===== src/design/key_to_midi_note_mapper_macros.svh =====
// assertion macros shared by the mapper's checking code
`ifndef KEY_TO_MIDI_NOTE_MAPPER_MACROS_SVH
`define KEY_TO_MIDI_NOTE_MAPPER_MACROS_SVH

// same-cycle implication, checked on i_clk outside reset
`define KMM_ASSERT_NOW(label, ante, cons, msg) \
    label: assert property (@(posedge i_clk) disable iff (!i_rst_n) (ante) |-> (cons)) \
        else $error(msg);

// next-cycle implication, checked on i_clk outside reset
`define KMM_ASSERT_NEXT(label, ante, cons, msg) \
    label: assert property (@(posedge i_clk) disable iff (!i_rst_n) (ante) |=> (cons)) \
        else $error(msg);

`endif


===== src/design/kmm_pkg.sv =====
// shared constants, codes and types of the key to midi note mapper
package kmm_pkg;

    localparam int TABLE_DEPTH = 32;
    localparam int KEY_WIDTH   = 16;
    localparam int ENTRY_W     = 5;
    localparam int TBL_AW      = (TABLE_DEPTH > 1) ? $clog2(TABLE_DEPTH) : 1;
    localparam int CNT_W       = $clog2(TABLE_DEPTH + 1);
    localparam int RAM_AW      = TBL_AW + 1;
    localparam int RAM_DEPTH   = 2 ** RAM_AW;
    localparam int NOTE_W      = 7;
    localparam int CHAN_W      = 4;
    localparam int VEL_W       = 7;
    localparam int HELD_W      = NOTE_W + CHAN_W;
    localparam int CFG_IDX_W   = 3;
    localparam int CFG_DATA_W  = 7;

    localparam logic [1:0] CMD_PRESS    = 2'd0;
    localparam logic [1:0] CMD_RELEASE  = 2'd1;
    localparam logic [1:0] CMD_WR_LOWER = 2'd2;
    localparam logic [1:0] CMD_WR_UPPER = 2'd3;

    localparam logic EV_OFF = 1'b0;
    localparam logic EV_ON  = 1'b1;

    localparam logic TBL_LOWER = 1'b0;
    localparam logic TBL_UPPER = 1'b1;

    localparam logic [VEL_W-1:0] NOTE_OFF_VEL = 7'd127;
    localparam logic signed [9:0] SEMITONES   = 10'sd12;
    localparam logic signed [5:0] OCT_BIAS    = 6'sd2;
    localparam logic signed [9:0] NOTE_MAX    = 10'sd127;

    localparam logic [CFG_IDX_W-1:0] CFG_LOWER_OCT  = 3'd0;
    localparam logic [CFG_IDX_W-1:0] CFG_UPPER_OCT  = 3'd1;
    localparam logic [CFG_IDX_W-1:0] CFG_LOWER_VEL  = 3'd2;
    localparam logic [CFG_IDX_W-1:0] CFG_UPPER_VEL  = 3'd3;
    localparam logic [CFG_IDX_W-1:0] CFG_LOWER_CHAN = 3'd4;
    localparam logic [CFG_IDX_W-1:0] CFG_UPPER_CHAN = 3'd5;
    localparam logic [CFG_IDX_W-1:0] CFG_LOWER_CNT  = 3'd6;
    localparam logic [CFG_IDX_W-1:0] CFG_UPPER_CNT  = 3'd7;

    typedef struct packed {
        logic [4:0]        lo_oct;
        logic [4:0]        hi_oct;
        logic [VEL_W-1:0]  lo_vel;
        logic [VEL_W-1:0]  hi_vel;
        logic [CHAN_W-1:0] lo_chan;
        logic [CHAN_W-1:0] hi_chan;
        logic [5:0]        lower_count;
        logic [5:0]        upper_count;
    } t_cfg;

    typedef struct packed {
        logic [1:0]           cmd;
        logic                 is_write;
        logic [KEY_WIDTH-1:0] key;
        logic [ENTRY_W-1:0]   idx;
    } t_item;

    typedef struct packed {
        logic  valid;
        t_item item;
    } t_queue_out;

    typedef struct packed {
        logic emitting;
        logic searching;
    } t_back_stat;

endpackage


===== src/design/kmm_in_if.sv =====
// input channel: key commands
interface kmm_in_if;
    import kmm_pkg::*;
    logic                 valid;
    logic                 ready;
    logic [1:0]           command;
    logic [KEY_WIDTH-1:0] key_code;
    logic [ENTRY_W-1:0]   entry_index;

    modport source (output valid, output command, output key_code, output entry_index,
                    input ready);
    modport sink   (input valid, input command, input key_code, input entry_index,
                    output ready);
endinterface


===== src/design/kmm_out_if.sv =====
// output channel: midi note events
interface kmm_out_if;
    import kmm_pkg::*;
    logic              valid;
    logic              ready;
    logic              event_kind;
    logic [CHAN_W-1:0] channel;
    logic [NOTE_W-1:0] note;
    logic [VEL_W-1:0]  velocity;
    logic              last;

    modport source (output valid, output event_kind, output channel, output note,
                    output velocity, output last, input ready);
    modport sink   (input valid, input event_kind, input channel, input note,
                    input velocity, input last, output ready);
endinterface


===== src/design/kmm_ram.sv =====
// generic simple dual-port ram with registered read
module kmm_ram #(
    parameter int WIDTH = 8,
    parameter int DEPTH = 16
) (
    input  logic                            i_clk,
    input  logic                            i_we,
    input  logic [$clog2(DEPTH)-1:0]        i_waddr,
    input  logic [WIDTH-1:0]                i_wdata,
    input  logic [$clog2(DEPTH)-1:0]        i_raddr,
    output logic [WIDTH-1:0]                o_rdata
);
    logic [WIDTH-1:0] r_mem [DEPTH];
    logic [WIDTH-1:0] r_rdata;

    always_ff @(posedge i_clk) begin
        if (i_we) begin
            r_mem[i_waddr] <= i_wdata;
        end
        r_rdata <= r_mem[i_raddr];
    end

    assign o_rdata = r_rdata;
endmodule


===== src/design/kmm_front.sv =====
// front end: accepts key commands, classifies them and queues them for the sequencer
module kmm_front import kmm_pkg::*; (
    input  logic       i_clk,
    input  logic       i_rst_n,
    kmm_in_if.sink     i_in,
    input  logic       i_pop,
    output t_queue_out o_q
);
    t_item      r_q [2];
    logic       r_wp;
    logic       r_rp;
    logic [1:0] r_cnt;
    logic       push;
    t_item      w_item;

    assign i_in.ready = (r_cnt != 2'd2);
    assign push       = i_in.valid && i_in.ready;

    always_comb begin
        w_item.cmd      = i_in.command;
        w_item.is_write = (i_in.command == CMD_WR_LOWER) || (i_in.command == CMD_WR_UPPER);
        w_item.key      = i_in.key_code;
        w_item.idx      = i_in.entry_index;
    end

    always_ff @(posedge i_clk) begin
        if (!i_rst_n) begin
            r_wp  <= 1'b0;
            r_rp  <= 1'b0;
            r_cnt <= 2'd0;
        end else begin
            if (push) begin
                r_wp <= ~r_wp;
            end
            if (i_pop) begin
                r_rp <= ~r_rp;
            end
            r_cnt <= r_cnt + 2'(push) - 2'(i_pop);
        end
    end

    always_ff @(posedge i_clk) begin
        if (push) begin
            r_q[r_wp] <= w_item;
        end
    end

    assign o_q.valid = (r_cnt != 2'd0);
    assign o_q.item  = r_q[r_rp];
endmodule


===== src/design/kmm_back.sv =====
// back end: table writes, table search, note decision and event output
module kmm_back import kmm_pkg::*; (
    input  logic       i_clk,
    input  logic       i_rst_n,
    input  t_queue_out i_q,
    output logic       o_pop,
    input  t_cfg       i_cfg,
    kmm_out_if.source  o_out,
    output t_back_stat o_stat
);
    localparam logic [1:0] ST_IDLE   = 2'd0;
    localparam logic [1:0] ST_SCAN   = 2'd1;
    localparam logic [1:0] ST_DECIDE = 2'd2;
    localparam logic [1:0] ST_EMIT   = 2'd3;

    logic [1:0]             r_state,    n_state;
    logic                   r_rel,      n_rel;
    logic [KEY_WIDTH-1:0]   r_key,      n_key;
    logic                   r_tbl,      n_tbl;
    logic [CNT_W-1:0]       r_ptr,      n_ptr;
    logic                   r_cmp_vld,  n_cmp_vld;
    logic                   r_cmp_tbl,  n_cmp_tbl;
    logic [TBL_AW-1:0]      r_cmp_idx,  n_cmp_idx;
    logic [TABLE_DEPTH-1:0] r_act_lo,   n_act_lo;
    logic [TABLE_DEPTH-1:0] r_act_hi,   n_act_hi;
    logic                   r_off_pend, n_off_pend;
    logic                   r_on_pend,  n_on_pend;
    logic [NOTE_W-1:0]      r_off_note, n_off_note;
    logic [CHAN_W-1:0]      r_off_chan, n_off_chan;
    logic [NOTE_W-1:0]      r_on_note,  n_on_note;
    logic [CHAN_W-1:0]      r_on_chan,  n_on_chan;
    logic [VEL_W-1:0]       r_on_vel,   n_on_vel;
    logic                   r_out_vld,  n_out_vld;
    logic                   r_out_kind, n_out_kind;
    logic [CHAN_W-1:0]      r_out_chan, n_out_chan;
    logic [NOTE_W-1:0]      r_out_note, n_out_note;
    logic [VEL_W-1:0]       r_out_vel,  n_out_vel;
    logic                   r_out_last, n_out_last;

    logic                   code_we;
    logic [RAM_AW-1:0]      code_waddr;
    logic [RAM_AW-1:0]      code_raddr;
    logic [KEY_WIDTH-1:0]   code_rd;
    logic                   held_we;
    logic [HELD_W-1:0]      held_wdata;
    logic [HELD_W-1:0]      held_rd;
    logic [NOTE_W-1:0]      held_note;
    logic [CHAN_W-1:0]      held_chan;

    logic [CNT_W-1:0]       lim_lo;
    logic [CNT_W-1:0]       lim_hi;
    logic [CNT_W-1:0]       lim;
    logic                   hit;
    logic                   act;
    logic [4:0]             oct;
    logic signed [5:0]      oct_p2;
    logic signed [9:0]      note_s;
    logic                   note_ok;
    logic                   same;
    logic [CHAN_W-1:0]      m_chan;
    logic [VEL_W-1:0]       m_vel;
    logic                   slot_free;
    logic                   wr_in_range;

    // entry codes of both tables, table select in the top address bit
    kmm_ram #(.WIDTH(KEY_WIDTH), .DEPTH(RAM_DEPTH)) u_code_ram (
        .i_clk   (i_clk),
        .i_we    (code_we),
        .i_waddr (code_waddr),
        .i_wdata (i_q.item.key),
        .i_raddr (code_raddr),
        .o_rdata (code_rd)
    );

    // note and channel that each entry currently sounds
    kmm_ram #(.WIDTH(HELD_W), .DEPTH(RAM_DEPTH)) u_held_ram (
        .i_clk   (i_clk),
        .i_we    (held_we),
        .i_waddr ({r_cmp_tbl, r_cmp_idx}),
        .i_wdata (held_wdata),
        .i_raddr ({r_cmp_tbl, r_cmp_idx}),
        .o_rdata (held_rd)
    );

    assign {held_note, held_chan} = held_rd;

    // counts above the table depth saturate
    assign lim_lo = (int'(i_cfg.lower_count) > TABLE_DEPTH) ? CNT_W'(TABLE_DEPTH)
                                                             : CNT_W'(i_cfg.lower_count);
    assign lim_hi = (int'(i_cfg.upper_count) > TABLE_DEPTH) ? CNT_W'(TABLE_DEPTH)
                                                             : CNT_W'(i_cfg.upper_count);
    assign lim    = (r_tbl == TBL_UPPER) ? lim_hi : lim_lo;

    assign code_raddr  = {r_tbl, r_ptr[TBL_AW-1:0]};
    assign hit         = r_cmp_vld && (code_rd == r_key);
    assign wr_in_range = (int'(i_q.item.idx) < TABLE_DEPTH);
    assign code_waddr  = {(i_q.item.cmd == CMD_WR_UPPER), TBL_AW'(i_q.item.idx)};

    assign o_pop   = (r_state == ST_IDLE) && i_q.valid;
    assign code_we = o_pop && i_q.item.is_write && wr_in_range;

    // note of the matched entry from its table's octave
    assign act     = (r_cmp_tbl == TBL_UPPER) ? r_act_hi[r_cmp_idx] : r_act_lo[r_cmp_idx];
    assign oct     = (r_cmp_tbl == TBL_UPPER) ? i_cfg.hi_oct : i_cfg.lo_oct;
    assign m_chan  = (r_cmp_tbl == TBL_UPPER) ? i_cfg.hi_chan : i_cfg.lo_chan;
    assign m_vel   = (r_cmp_tbl == TBL_UPPER) ? i_cfg.hi_vel : i_cfg.lo_vel;
    assign oct_p2  = signed'({oct[4], oct}) + OCT_BIAS;
    assign note_s  = 10'(oct_p2) * SEMITONES + signed'(10'(r_cmp_idx));
    assign note_ok = (note_s >= 10'sd0) && (note_s <= NOTE_MAX);
    assign same    = act && (signed'(10'(held_note)) == note_s);

    assign held_wdata = {note_s[NOTE_W-1:0], m_chan};
    assign held_we    = (r_state == ST_DECIDE) && !r_rel && !same && note_ok;

    assign slot_free = !r_out_vld || o_out.ready;

    always_comb begin
        n_state    = r_state;
        n_rel      = r_rel;
        n_key      = r_key;
        n_tbl      = r_tbl;
        n_ptr      = r_ptr;
        n_cmp_vld  = r_cmp_vld;
        n_cmp_tbl  = r_cmp_tbl;
        n_cmp_idx  = r_cmp_idx;
        n_act_lo   = r_act_lo;
        n_act_hi   = r_act_hi;
        n_off_pend = r_off_pend;
        n_on_pend  = r_on_pend;
        n_off_note = r_off_note;
        n_off_chan = r_off_chan;
        n_on_note  = r_on_note;
        n_on_chan  = r_on_chan;
        n_on_vel   = r_on_vel;
        n_out_vld  = r_out_vld && !o_out.ready;
        n_out_kind = r_out_kind;
        n_out_chan = r_out_chan;
        n_out_note = r_out_note;
        n_out_vel  = r_out_vel;
        n_out_last = r_out_last;

        unique case (r_state)
            ST_IDLE: begin
                if (o_pop) begin
                    if (i_q.item.is_write) begin
                        // writing an in-range entry clears its active mark
                        if (wr_in_range) begin
                            if (i_q.item.cmd == CMD_WR_UPPER) begin
                                n_act_hi[TBL_AW'(i_q.item.idx)] = 1'b0;
                            end else begin
                                n_act_lo[TBL_AW'(i_q.item.idx)] = 1'b0;
                            end
                        end
                    end else begin
                        n_rel     = (i_q.item.cmd == CMD_RELEASE);
                        n_key     = i_q.item.key;
                        n_tbl     = TBL_LOWER;
                        n_ptr     = '0;
                        n_cmp_vld = 1'b0;
                        n_state   = ST_SCAN;
                    end
                end
            end
            ST_SCAN: begin
                // one entry issued per cycle, compared when its code comes back
                if (hit) begin
                    n_cmp_vld = 1'b0;
                    n_state   = ST_DECIDE;
                end else if (r_ptr < lim) begin
                    n_cmp_vld = 1'b1;
                    n_cmp_tbl = r_tbl;
                    n_cmp_idx = r_ptr[TBL_AW-1:0];
                    n_ptr     = r_ptr + 1'b1;
                end else if (r_tbl == TBL_LOWER) begin
                    n_tbl     = TBL_UPPER;
                    n_ptr     = '0;
                    n_cmp_vld = 1'b0;
                end else begin
                    n_cmp_vld = 1'b0;
                    if (!r_cmp_vld) begin
                        n_state = ST_IDLE;
                    end
                end
            end
            ST_DECIDE: begin
                n_off_note = held_note;
                n_off_chan = held_chan;
                n_on_note  = note_s[NOTE_W-1:0];
                n_on_chan  = m_chan;
                n_on_vel   = m_vel;
                if (r_rel) begin
                    n_off_pend = act;
                    n_on_pend  = 1'b0;
                    n_state    = act ? ST_EMIT : ST_IDLE;
                    if (r_cmp_tbl == TBL_UPPER) begin
                        n_act_hi[r_cmp_idx] = 1'b0;
                    end else begin
                        n_act_lo[r_cmp_idx] = 1'b0;
                    end
                end else if (same) begin
                    n_state = ST_IDLE;
                end else begin
                    n_off_pend = act;
                    n_on_pend  = note_ok;
                    n_state    = (act || note_ok) ? ST_EMIT : ST_IDLE;
                    if (r_cmp_tbl == TBL_UPPER) begin
                        n_act_hi[r_cmp_idx] = note_ok;
                    end else begin
                        n_act_lo[r_cmp_idx] = note_ok;
                    end
                end
            end
            ST_EMIT: begin
                if (slot_free) begin
                    n_out_vld = 1'b1;
                    if (r_off_pend) begin
                        n_out_kind = EV_OFF;
                        n_out_chan = r_off_chan;
                        n_out_note = r_off_note;
                        n_out_vel  = NOTE_OFF_VEL;
                        n_out_last = !r_on_pend;
                        n_off_pend = 1'b0;
                        if (!r_on_pend) begin
                            n_state = ST_IDLE;
                        end
                    end else begin
                        n_out_kind = EV_ON;
                        n_out_chan = r_on_chan;
                        n_out_note = r_on_note;
                        n_out_vel  = r_on_vel;
                        n_out_last = 1'b1;
                        n_on_pend  = 1'b0;
                        n_state    = ST_IDLE;
                    end
                end
            end
            default: begin
                n_state = ST_IDLE;
            end
        endcase
    end

    always_ff @(posedge i_clk) begin
        if (!i_rst_n) begin
            r_state    <= ST_IDLE;
            r_cmp_vld  <= 1'b0;
            r_act_lo   <= '0;
            r_act_hi   <= '0;
            r_off_pend <= 1'b0;
            r_on_pend  <= 1'b0;
            r_out_vld  <= 1'b0;
        end else begin
            r_state    <= n_state;
            r_cmp_vld  <= n_cmp_vld;
            r_act_lo   <= n_act_lo;
            r_act_hi   <= n_act_hi;
            r_off_pend <= n_off_pend;
            r_on_pend  <= n_on_pend;
            r_out_vld  <= n_out_vld;
        end
    end

    always_ff @(posedge i_clk) begin
        r_rel      <= n_rel;
        r_key      <= n_key;
        r_tbl      <= n_tbl;
        r_ptr      <= n_ptr;
        r_cmp_tbl  <= n_cmp_tbl;
        r_cmp_idx  <= n_cmp_idx;
        r_off_note <= n_off_note;
        r_off_chan <= n_off_chan;
        r_on_note  <= n_on_note;
        r_on_chan  <= n_on_chan;
        r_on_vel   <= n_on_vel;
        r_out_kind <= n_out_kind;
        r_out_chan <= n_out_chan;
        r_out_note <= n_out_note;
        r_out_vel  <= n_out_vel;
        r_out_last <= n_out_last;
    end

    assign o_out.valid      = r_out_vld;
    assign o_out.event_kind = r_out_kind;
    assign o_out.channel    = r_out_chan;
    assign o_out.note       = r_out_note;
    assign o_out.velocity   = r_out_vel;
    assign o_out.last       = r_out_last;

    assign o_stat.emitting  = (r_state == ST_EMIT);
    assign o_stat.searching = (r_state == ST_SCAN);
endmodule


===== src/design/key_to_midi_note_mapper.sv =====
// top level of the key to midi note mapper: configuration registers and the two halves
//
// Usage:
//   i_in carries key commands (press, release, write lower entry, write upper entry)
//   with valid/ready; an item is taken when both are high. A two-deep queue sits
//   behind i_in, so items are taken while earlier ones are still at work.
//   o_out carries midi note events, at most two per item (note-off, then note-on);
//   last marks the final event of an item. Items that cause nothing send nothing.
//   The configuration port (i_cfg_we, i_cfg_idx, i_cfg_data) writes one register
//   per cycle and is meant to be used while no item is in flight.
//   Flow: items run one at a time in the sequencer. A table write is stored when the
//   sequencer takes it from the queue. A press or release searches the lower table,
//   then the upper one, issuing one entry per cycle into the code memory's registered
//   read port; a match goes through a decision state and then loads its first event.
//   A second event follows once the output register is free, and the next item is
//   taken from the queue in the cycle after the last event is loaded.
//   Reset clears the queue, the sequencer, the output register and all active
//   marks, and loads the register defaults; key codes stay unknown until written.
//   When the receiver stalls, the event holds in the output register, the
//   sequencer waits behind it and the input queue fills, dropping i_in.ready.
module key_to_midi_note_mapper import kmm_pkg::*; (
    input  logic                  i_clk,
    input  logic                  i_rst_n,
    kmm_in_if.sink                i_in,
    kmm_out_if.source             o_out,
    input  logic                  i_cfg_we,
    input  logic [CFG_IDX_W-1:0]  i_cfg_idx,
    input  logic [CFG_DATA_W-1:0] i_cfg_data
);
    `include "key_to_midi_note_mapper_macros.svh"

    t_cfg       r_cfg;
    t_queue_out q;
    logic       back_pop;
    t_back_stat back_stat;

    always_ff @(posedge i_clk) begin
        if (!i_rst_n) begin
            r_cfg.lo_oct      <= 5'd2;
            r_cfg.hi_oct      <= 5'd3;
            r_cfg.lo_vel      <= 7'd127;
            r_cfg.hi_vel      <= 7'd127;
            r_cfg.lo_chan     <= 4'd0;
            r_cfg.hi_chan     <= 4'd0;
            r_cfg.lower_count <= 6'd0;
            r_cfg.upper_count <= 6'd0;
        end else if (i_cfg_we) begin
            unique case (i_cfg_idx)
                CFG_LOWER_OCT:  r_cfg.lo_oct      <= i_cfg_data[4:0];
                CFG_UPPER_OCT:  r_cfg.hi_oct      <= i_cfg_data[4:0];
                CFG_LOWER_VEL:  r_cfg.lo_vel      <= i_cfg_data[6:0];
                CFG_UPPER_VEL:  r_cfg.hi_vel      <= i_cfg_data[6:0];
                CFG_LOWER_CHAN: r_cfg.lo_chan     <= i_cfg_data[3:0];
                CFG_UPPER_CHAN: r_cfg.hi_chan     <= i_cfg_data[3:0];
                CFG_LOWER_CNT:  r_cfg.lower_count <= i_cfg_data[5:0];
                CFG_UPPER_CNT:  r_cfg.upper_count <= i_cfg_data[5:0];
                default: begin
                end
            endcase
        end
    end

    kmm_front u_front (
        .i_clk   (i_clk),
        .i_rst_n (i_rst_n),
        .i_in    (i_in),
        .i_pop   (back_pop),
        .o_q     (q)
    );

    kmm_back u_back (
        .i_clk   (i_clk),
        .i_rst_n (i_rst_n),
        .i_q     (q),
        .o_pop   (back_pop),
        .i_cfg   (r_cfg),
        .o_out   (o_out),
        .o_stat  (back_stat)
    );

    // a note-on always closes its item
    `KMM_ASSERT_NOW(a_on_is_last, o_out.valid && (o_out.event_kind == EV_ON), o_out.last,
        "note-on event not marked last")
    // note-offs go out at full velocity
    `KMM_ASSERT_NOW(a_off_vel, o_out.valid && (o_out.event_kind == EV_OFF),
        o_out.velocity == NOTE_OFF_VEL, "note-off event with wrong velocity")
    // while a non-final event waits, its note-on is still owed by the sequencer
    `KMM_ASSERT_NOW(a_pending_on, o_out.valid && !o_out.last, back_stat.emitting,
        "non-final event without a pending note-on")
    // no new item is taken from the queue during a table search
    `KMM_ASSERT_NOW(a_no_pop_in_search, back_stat.searching, !back_pop,
        "queue popped during a table search")
endmodule

===== src/flat_wrapper.sv =====
// flat-port wrapper written by rule: the top's interface ports become plain ports
module key_to_midi_note_mapper_flat import kmm_pkg::*;
  (i_clk, i_rst_n, i_cfg_we, i_cfg_idx, i_cfg_data, i_in_valid, i_in_command, i_in_key_code, i_in_entry_index, i_in_ready, o_out_valid, o_out_event_kind, o_out_channel, o_out_note, o_out_velocity, o_out_last, o_out_ready);
  kmm_in_if i_in_i ();
  kmm_out_if o_out_i ();
  input  logic i_clk;
  input  logic i_rst_n;
  input  logic i_cfg_we;
  input  logic [CFG_IDX_W-1:0] i_cfg_idx;
  input  logic [CFG_DATA_W-1:0] i_cfg_data;
  input wire logic [$bits(i_in_i.valid)-1:0] i_in_valid;
  input wire logic [$bits(i_in_i.command)-1:0] i_in_command;
  input wire logic [$bits(i_in_i.key_code)-1:0] i_in_key_code;
  input wire logic [$bits(i_in_i.entry_index)-1:0] i_in_entry_index;
  output wire logic [$bits(i_in_i.ready)-1:0] i_in_ready;
  output wire logic [$bits(o_out_i.valid)-1:0] o_out_valid;
  output wire logic [$bits(o_out_i.event_kind)-1:0] o_out_event_kind;
  output wire logic [$bits(o_out_i.channel)-1:0] o_out_channel;
  output wire logic [$bits(o_out_i.note)-1:0] o_out_note;
  output wire logic [$bits(o_out_i.velocity)-1:0] o_out_velocity;
  output wire logic [$bits(o_out_i.last)-1:0] o_out_last;
  input wire logic [$bits(o_out_i.ready)-1:0] o_out_ready;
  assign i_in_i.valid = i_in_valid;
  assign i_in_i.command = i_in_command;
  assign i_in_i.key_code = i_in_key_code;
  assign i_in_i.entry_index = i_in_entry_index;
  assign i_in_ready = i_in_i.ready;
  assign o_out_valid = o_out_i.valid;
  assign o_out_event_kind = o_out_i.event_kind;
  assign o_out_channel = o_out_i.channel;
  assign o_out_note = o_out_i.note;
  assign o_out_velocity = o_out_i.velocity;
  assign o_out_last = o_out_i.last;
  assign o_out_i.ready = o_out_ready;
  key_to_midi_note_mapper u_core (.i_clk(i_clk), .i_rst_n(i_rst_n), .i_in(i_in_i), .o_out(o_out_i), .i_cfg_we(i_cfg_we), .i_cfg_idx(i_cfg_idx), .i_cfg_data(i_cfg_data));
endmodule

===== config.mk =====
export PLATFORM = sky130hd
export DESIGN_NAME = key_to_midi_note_mapper_flat
export DESIGN_NICKNAME = d
export VERILOG_FILES = /design/src/design/kmm_pkg.sv /design/src/design/kmm_in_if.sv /design/src/design/kmm_out_if.sv /design/src/design/kmm_ram.sv /design/src/design/kmm_front.sv /design/src/design/kmm_back.sv /design/src/design/key_to_midi_note_mapper.sv /design/src/flat_wrapper.sv
export VERILOG_INCLUDE_DIRS = /design/src /design/src/design
export SDC_FILE = /design/constraint.sdc
export NUM_CORES = 2
export LEC_CHECK = 0
export BUFFER_PORTS_ARGS = -buffer_cell sky130_fd_sc_hd__buf_2
export CORE_MARGIN = 2
export CORE_UTILIZATION = 31
export CTS_BUF_LIST = sky130_fd_sc_hd__clkbuf_16
export CTS_CLUSTER_DIAMETER = 200
export DETAILED_ROUTE_END_ITERATION = 6
export HOLD_SLACK_MARGIN = 0.12
export MAX_ROUTING_LAYER = met4
export SLEW_MARGIN = 20
export SYNTH_ARGS = -nofsm -noshare
export SYNTH_HDL_FRONTEND = slang
export SYNTH_SLANG_ARGS = --single-unit

===== constraint.sdc =====
create_clock -name i_clk -period 13.95 [get_ports i_clk]
set_clock_uncertainty 0.05 [all_clocks]
set_input_delay 1.395 -clock i_clk [delete_from_list [all_inputs] [get_ports i_clk]]
set_output_delay 1.395 -clock i_clk [all_outputs]
set_load 0.005 [all_outputs]

==> metrics <==
Cell Count, Final, Fillers Out=between 7,000 and 8,000; Max FO, Critical Path=between 50 and 60; worst vdd ir=between 0.1 and 0.15 mV; RSZ-0062 raised after global routing=no; PwrDens=173 nW/µm²; sequential area share after synthesis=between 70% and 80%; CP cell instances=buf_4 -> mux2i_1 -> inv_1 -> ha_1 -> a21boi_0 -> mux2_2 -> ha_1 -> ha_1 -> a21o_1 -> o2bb2ai_1 -> xnor2_1 -> o21ai_0 -> o22ai_4 -> buf_4 -> o211ai_1 -> buf_4 -> buf_4 -> nor2_1; synthesized-area fraction occupied by adder cells=less than 1%; Synth top area share=70.7%; Worst path max stage delay=approximately 840 ps; clock latency on the worst-skew pair=850 ps; Vias per Instance=5.16; Critical-path top delay cell=nor2_1; worst path buffer plus inverter count=5; Setup Crit Path Kind=reg2reg; Iteration-0 DRC Markers=roughly 4,700; Slew @ Worst Pin=~1200 ps; post-CTS setup buffers=0; Yosys cell types=74; simple-gate share of the synthesized area=3.48%; area leader, netlist=edfxtp_1; number of gates resized after CTS=0; CTS hold repair buffers=0; Final HPWL DP=about 120 mm; Synth Net Count=about 4,000; Final Setup Violations=0; Sequential cell area=slightly below 60,000 µm²; Seq cells post-synth=2,001; min-delay worst type=reg2reg; CP Capture Type=flip-flop; synthesized area per cell=~20 µm²; port bufs=~60; # fillers=approximately 23,000; CTS tree=yes; critical path launch point type=flip-flop; Post-Place Cells=between 7,000 and 8,000; compound-gate portion of the synthesized area=3.24%; Die Height=508 µm; R2R cell count=18; vias in the first global route=~39,000; Hold Path Origin=u_core.u_back.u_held_ram.o_rdata[0]; Avg WL per Cell=25.6 µm; Max Fclk=about 160 MHz; FF-to-FF setup slack=approximately 7700 ps; R2R Path Start=u_core.u_back.r_cmp_tbl; initial core utilization=a little under a third; total power=15.6 mW; Slew Viols, Final=0; final worst slack=about 7700 ps; final hold viol count=0; Synth area leaders=edfxtp_1, mux4_2, dfxtp_1; Root Buffer=clkbuf_16; Pre-antenna DRT Iters=5; CTS max path bufs=3; Critical R2R Capture=u_core.u_back.u_held_ram.r_mem[47][4]; Final #Nets=roughly 4,200; Overall Global Routing Usage=roughly 15%; Cell Area, Placed=between 80,000 and 90,000 µm²; dpl ws=7730 ps; largest net degree at the start of global routing=between 150 and 200; Core Rows=about 190; Worst Hold Path EP=u_core.u_back.r_off_chan[0]; Worst Path Required=14,350 ps; DRC violations left=0; Top Family by Delay on Critical Path=buffers and inverters; Num CTS Buffers=around 200; num ports=60; xor and xnor area share after synthesis=less than 1%; yosys warns=0; Post-DRT Antenna Nets=0; Vias=~40,000; maxcap violations=0; share of layout cells above drive strength 1=26.2%; crit path DAT=about 6600 ps; number of synthesized flops with an enable pin=between 1,500 and 2,000; Tmin final=6220 ps; Routed WL=about 200 mm; Top FF cell, synth=edfxtp_1; die width=around 500 µm; global-route wire length before repair=between 200 and 300 mm; P&R area growth vs syn=14.4%; largest family of logic cells by synthesized area=multiplexers; status=complete, no violations; Sink Count=about 2,000; post-synthesis mux area share=around 17%; setup_tns=0 ps; DIE AREA=roughly 260,000 µm²; fraction of registers with async set or reset after synthesis=0%; Max-Slew Margin vs Limit=between 20% and 30%; core area=roughly 250,000 µm²; Syn Std Cell Area=78,800 µm²; area of the multi-input gates=19,200 µm²; Hold Crit Depth=0; clock slew at reported path FFs=around 60 ps; leakage=around 28 nW; CP dominant cell by count=buf_4; final instance area=around 90,000 µm²; Tcrit/Tclk final=roughly 45%; htree depth=4; total global routing overflow=0; Syn Inst Count=~4,000; initial antenna violation count=27; GP Congestion=0.846
[worst max-delay path by stage]
stage / depth (start not counted) / slack (ps) / from / endpoint
detailed placement: 18 / 7730 / u_core.u_back.r_cmp_tbl / u_core.u_back.u_held_ram.r_mem[47][10]
global route: 17 / 7350 / u_core.u_back.r_cmp_tbl / u_core.u_back.u_held_ram.r_mem[47][0]
floorplan: 16 / 7670 / u_core.u_back.r_cmp_tbl / u_core.u_back.u_held_ram.r_mem[0][0]
CTS: 18 / 7710 / u_core.u_back.r_cmp_tbl / u_core.u_back.u_held_ram.r_mem[47][9]
finish: 18 / 7730 / u_core.u_back.r_cmp_tbl / u_core.u_back.u_held_ram.r_mem[47][4]
global placement: 18 / 7800 / u_core.u_back.r_cmp_tbl / u_core.u_back.u_held_ram.r_mem[45][1]
[kinds of logic after synthesis]
logic type	Yosys count
AO/OA/AOI/OAI	381
multiplexers	641
AND/OR/NAND/NOR	634
XOR/XNOR	41
adder cells (fa/ha/maj)	21
buffers and inverters	255
flip-flops	2001
[metal layers]
layer | share of wire, % | global-route usage [%] | wire length (µm)
met4 | 2.5 | 4.48 | 4930
met1 | 42 | 20.7 | 82800
met5 | 0 | - | 0
met2 | 48 | 24.0 | 94700
met3 | 7.3 | 2.90 | 14300
[worst register-to-register path, delay by kind of cell (launching register included)]
kind,cells,cell delay (ps)
AOI/OAI and AO/OA,6,1140
xor gates and xnor gates,1,220
adders and majority gates,3,830
buffers and inverters,5,1820
DFF,1,320
muxes,2,600
and+or+nand+nor,1,860
[cells in the final DEF, fill, tap and decap left out, types with 50 or more instances in the layout]
master,instances
nand2_1,216
mux2i_1,69
mux4_2,520
nor2_1,241
inv_1,59
clkbuf_16,204
nand3_1,50
buf_2,59
edfxtp_1,1855
a21oi_1,121
dfxtp_1,145
buf_4,147
[power by group]
| part | leakage (nW) | internal, mW | switching (mW) | total (mW) |
|---|---|---|---|---|
| clock | 3.40 | 3.13 | 2.29 | 5.42 |
| sequential | 17.9 | 7.12 | 0.0784 | 7.20 |
| combinational | 6.55 | 1.10 | 1.85 | 2.95 |
| total | 27.9 | 11.3 | 4.22 | 15.6 |
[flip-flops by register name (all words and copies together) (netlist names), 5 cells and up, named ones only]
name and count:
u_core.u_back.u_code_ram.r_mem 1024, u_core.u_back.u_held_ram.r_mem 704, u_core.u_front.r_q 48, u_core.r_cfg 44
u_core.u_back.r_act_hi 32, u_core.u_back.r_act_lo 32, u_core.u_back.r_key 16, u_core.u_back.u_code_ram.o_rdata 16
u_core.u_back.u_held_ram.o_rdata 11, u_core.u_back.o_out.note 7, u_core.u_back.o_out.velocity 7, u_core.u_back.r_off_note 7
u_core.u_back.r_on_note 7, u_core.u_back.r_on_vel 7, u_core.u_back.r_ptr 6, u_core.u_back.r_cmp_idx 5
[cells in the mapped netlist, types with 12 or more instances]
cell,instances
nor2_1,259
o21ai_0,27
buf_1,26
ha_1,19
xor2_1,12
mux2_2,43
o21ai_1,27
a22oi_1,33
inv_1,21
mux4_2,520
edfxtp_1,1855
a21oi_1,121
buf_2,57
nor3_1,27
o22ai_1,13
a31oi_1,33
mux2i_1,69
dfxtp_1,146
xnor2_1,27
o2111ai_1,37
nand3_1,50
nand2_1,216
clkbuf_1,124
o21a_1,12
a311oi_1,18
[metrics by stage]
step	hold slack [ps]	util, %
after floorplan	336	-
after detailed placement	339	33.0
after global placement	341	33.0
after global routing	374	35.6
final	357	35.6
after CTS	360	35.6
[cell type report]
cell class / count / area share, %
multi-input combinational: 1718 / 21.2
clock inverter: 165 / 1.73
inverter: 24 / 0.101
clock buffer: 204 / 5.66
antenna: 9 / 0.0250
timing repair buffer: 208 / 1.59
tap: 3366 / 4.67
sequential: 2001 / 65.0
No activity file was read; power rests on OpenSTA's default activity.
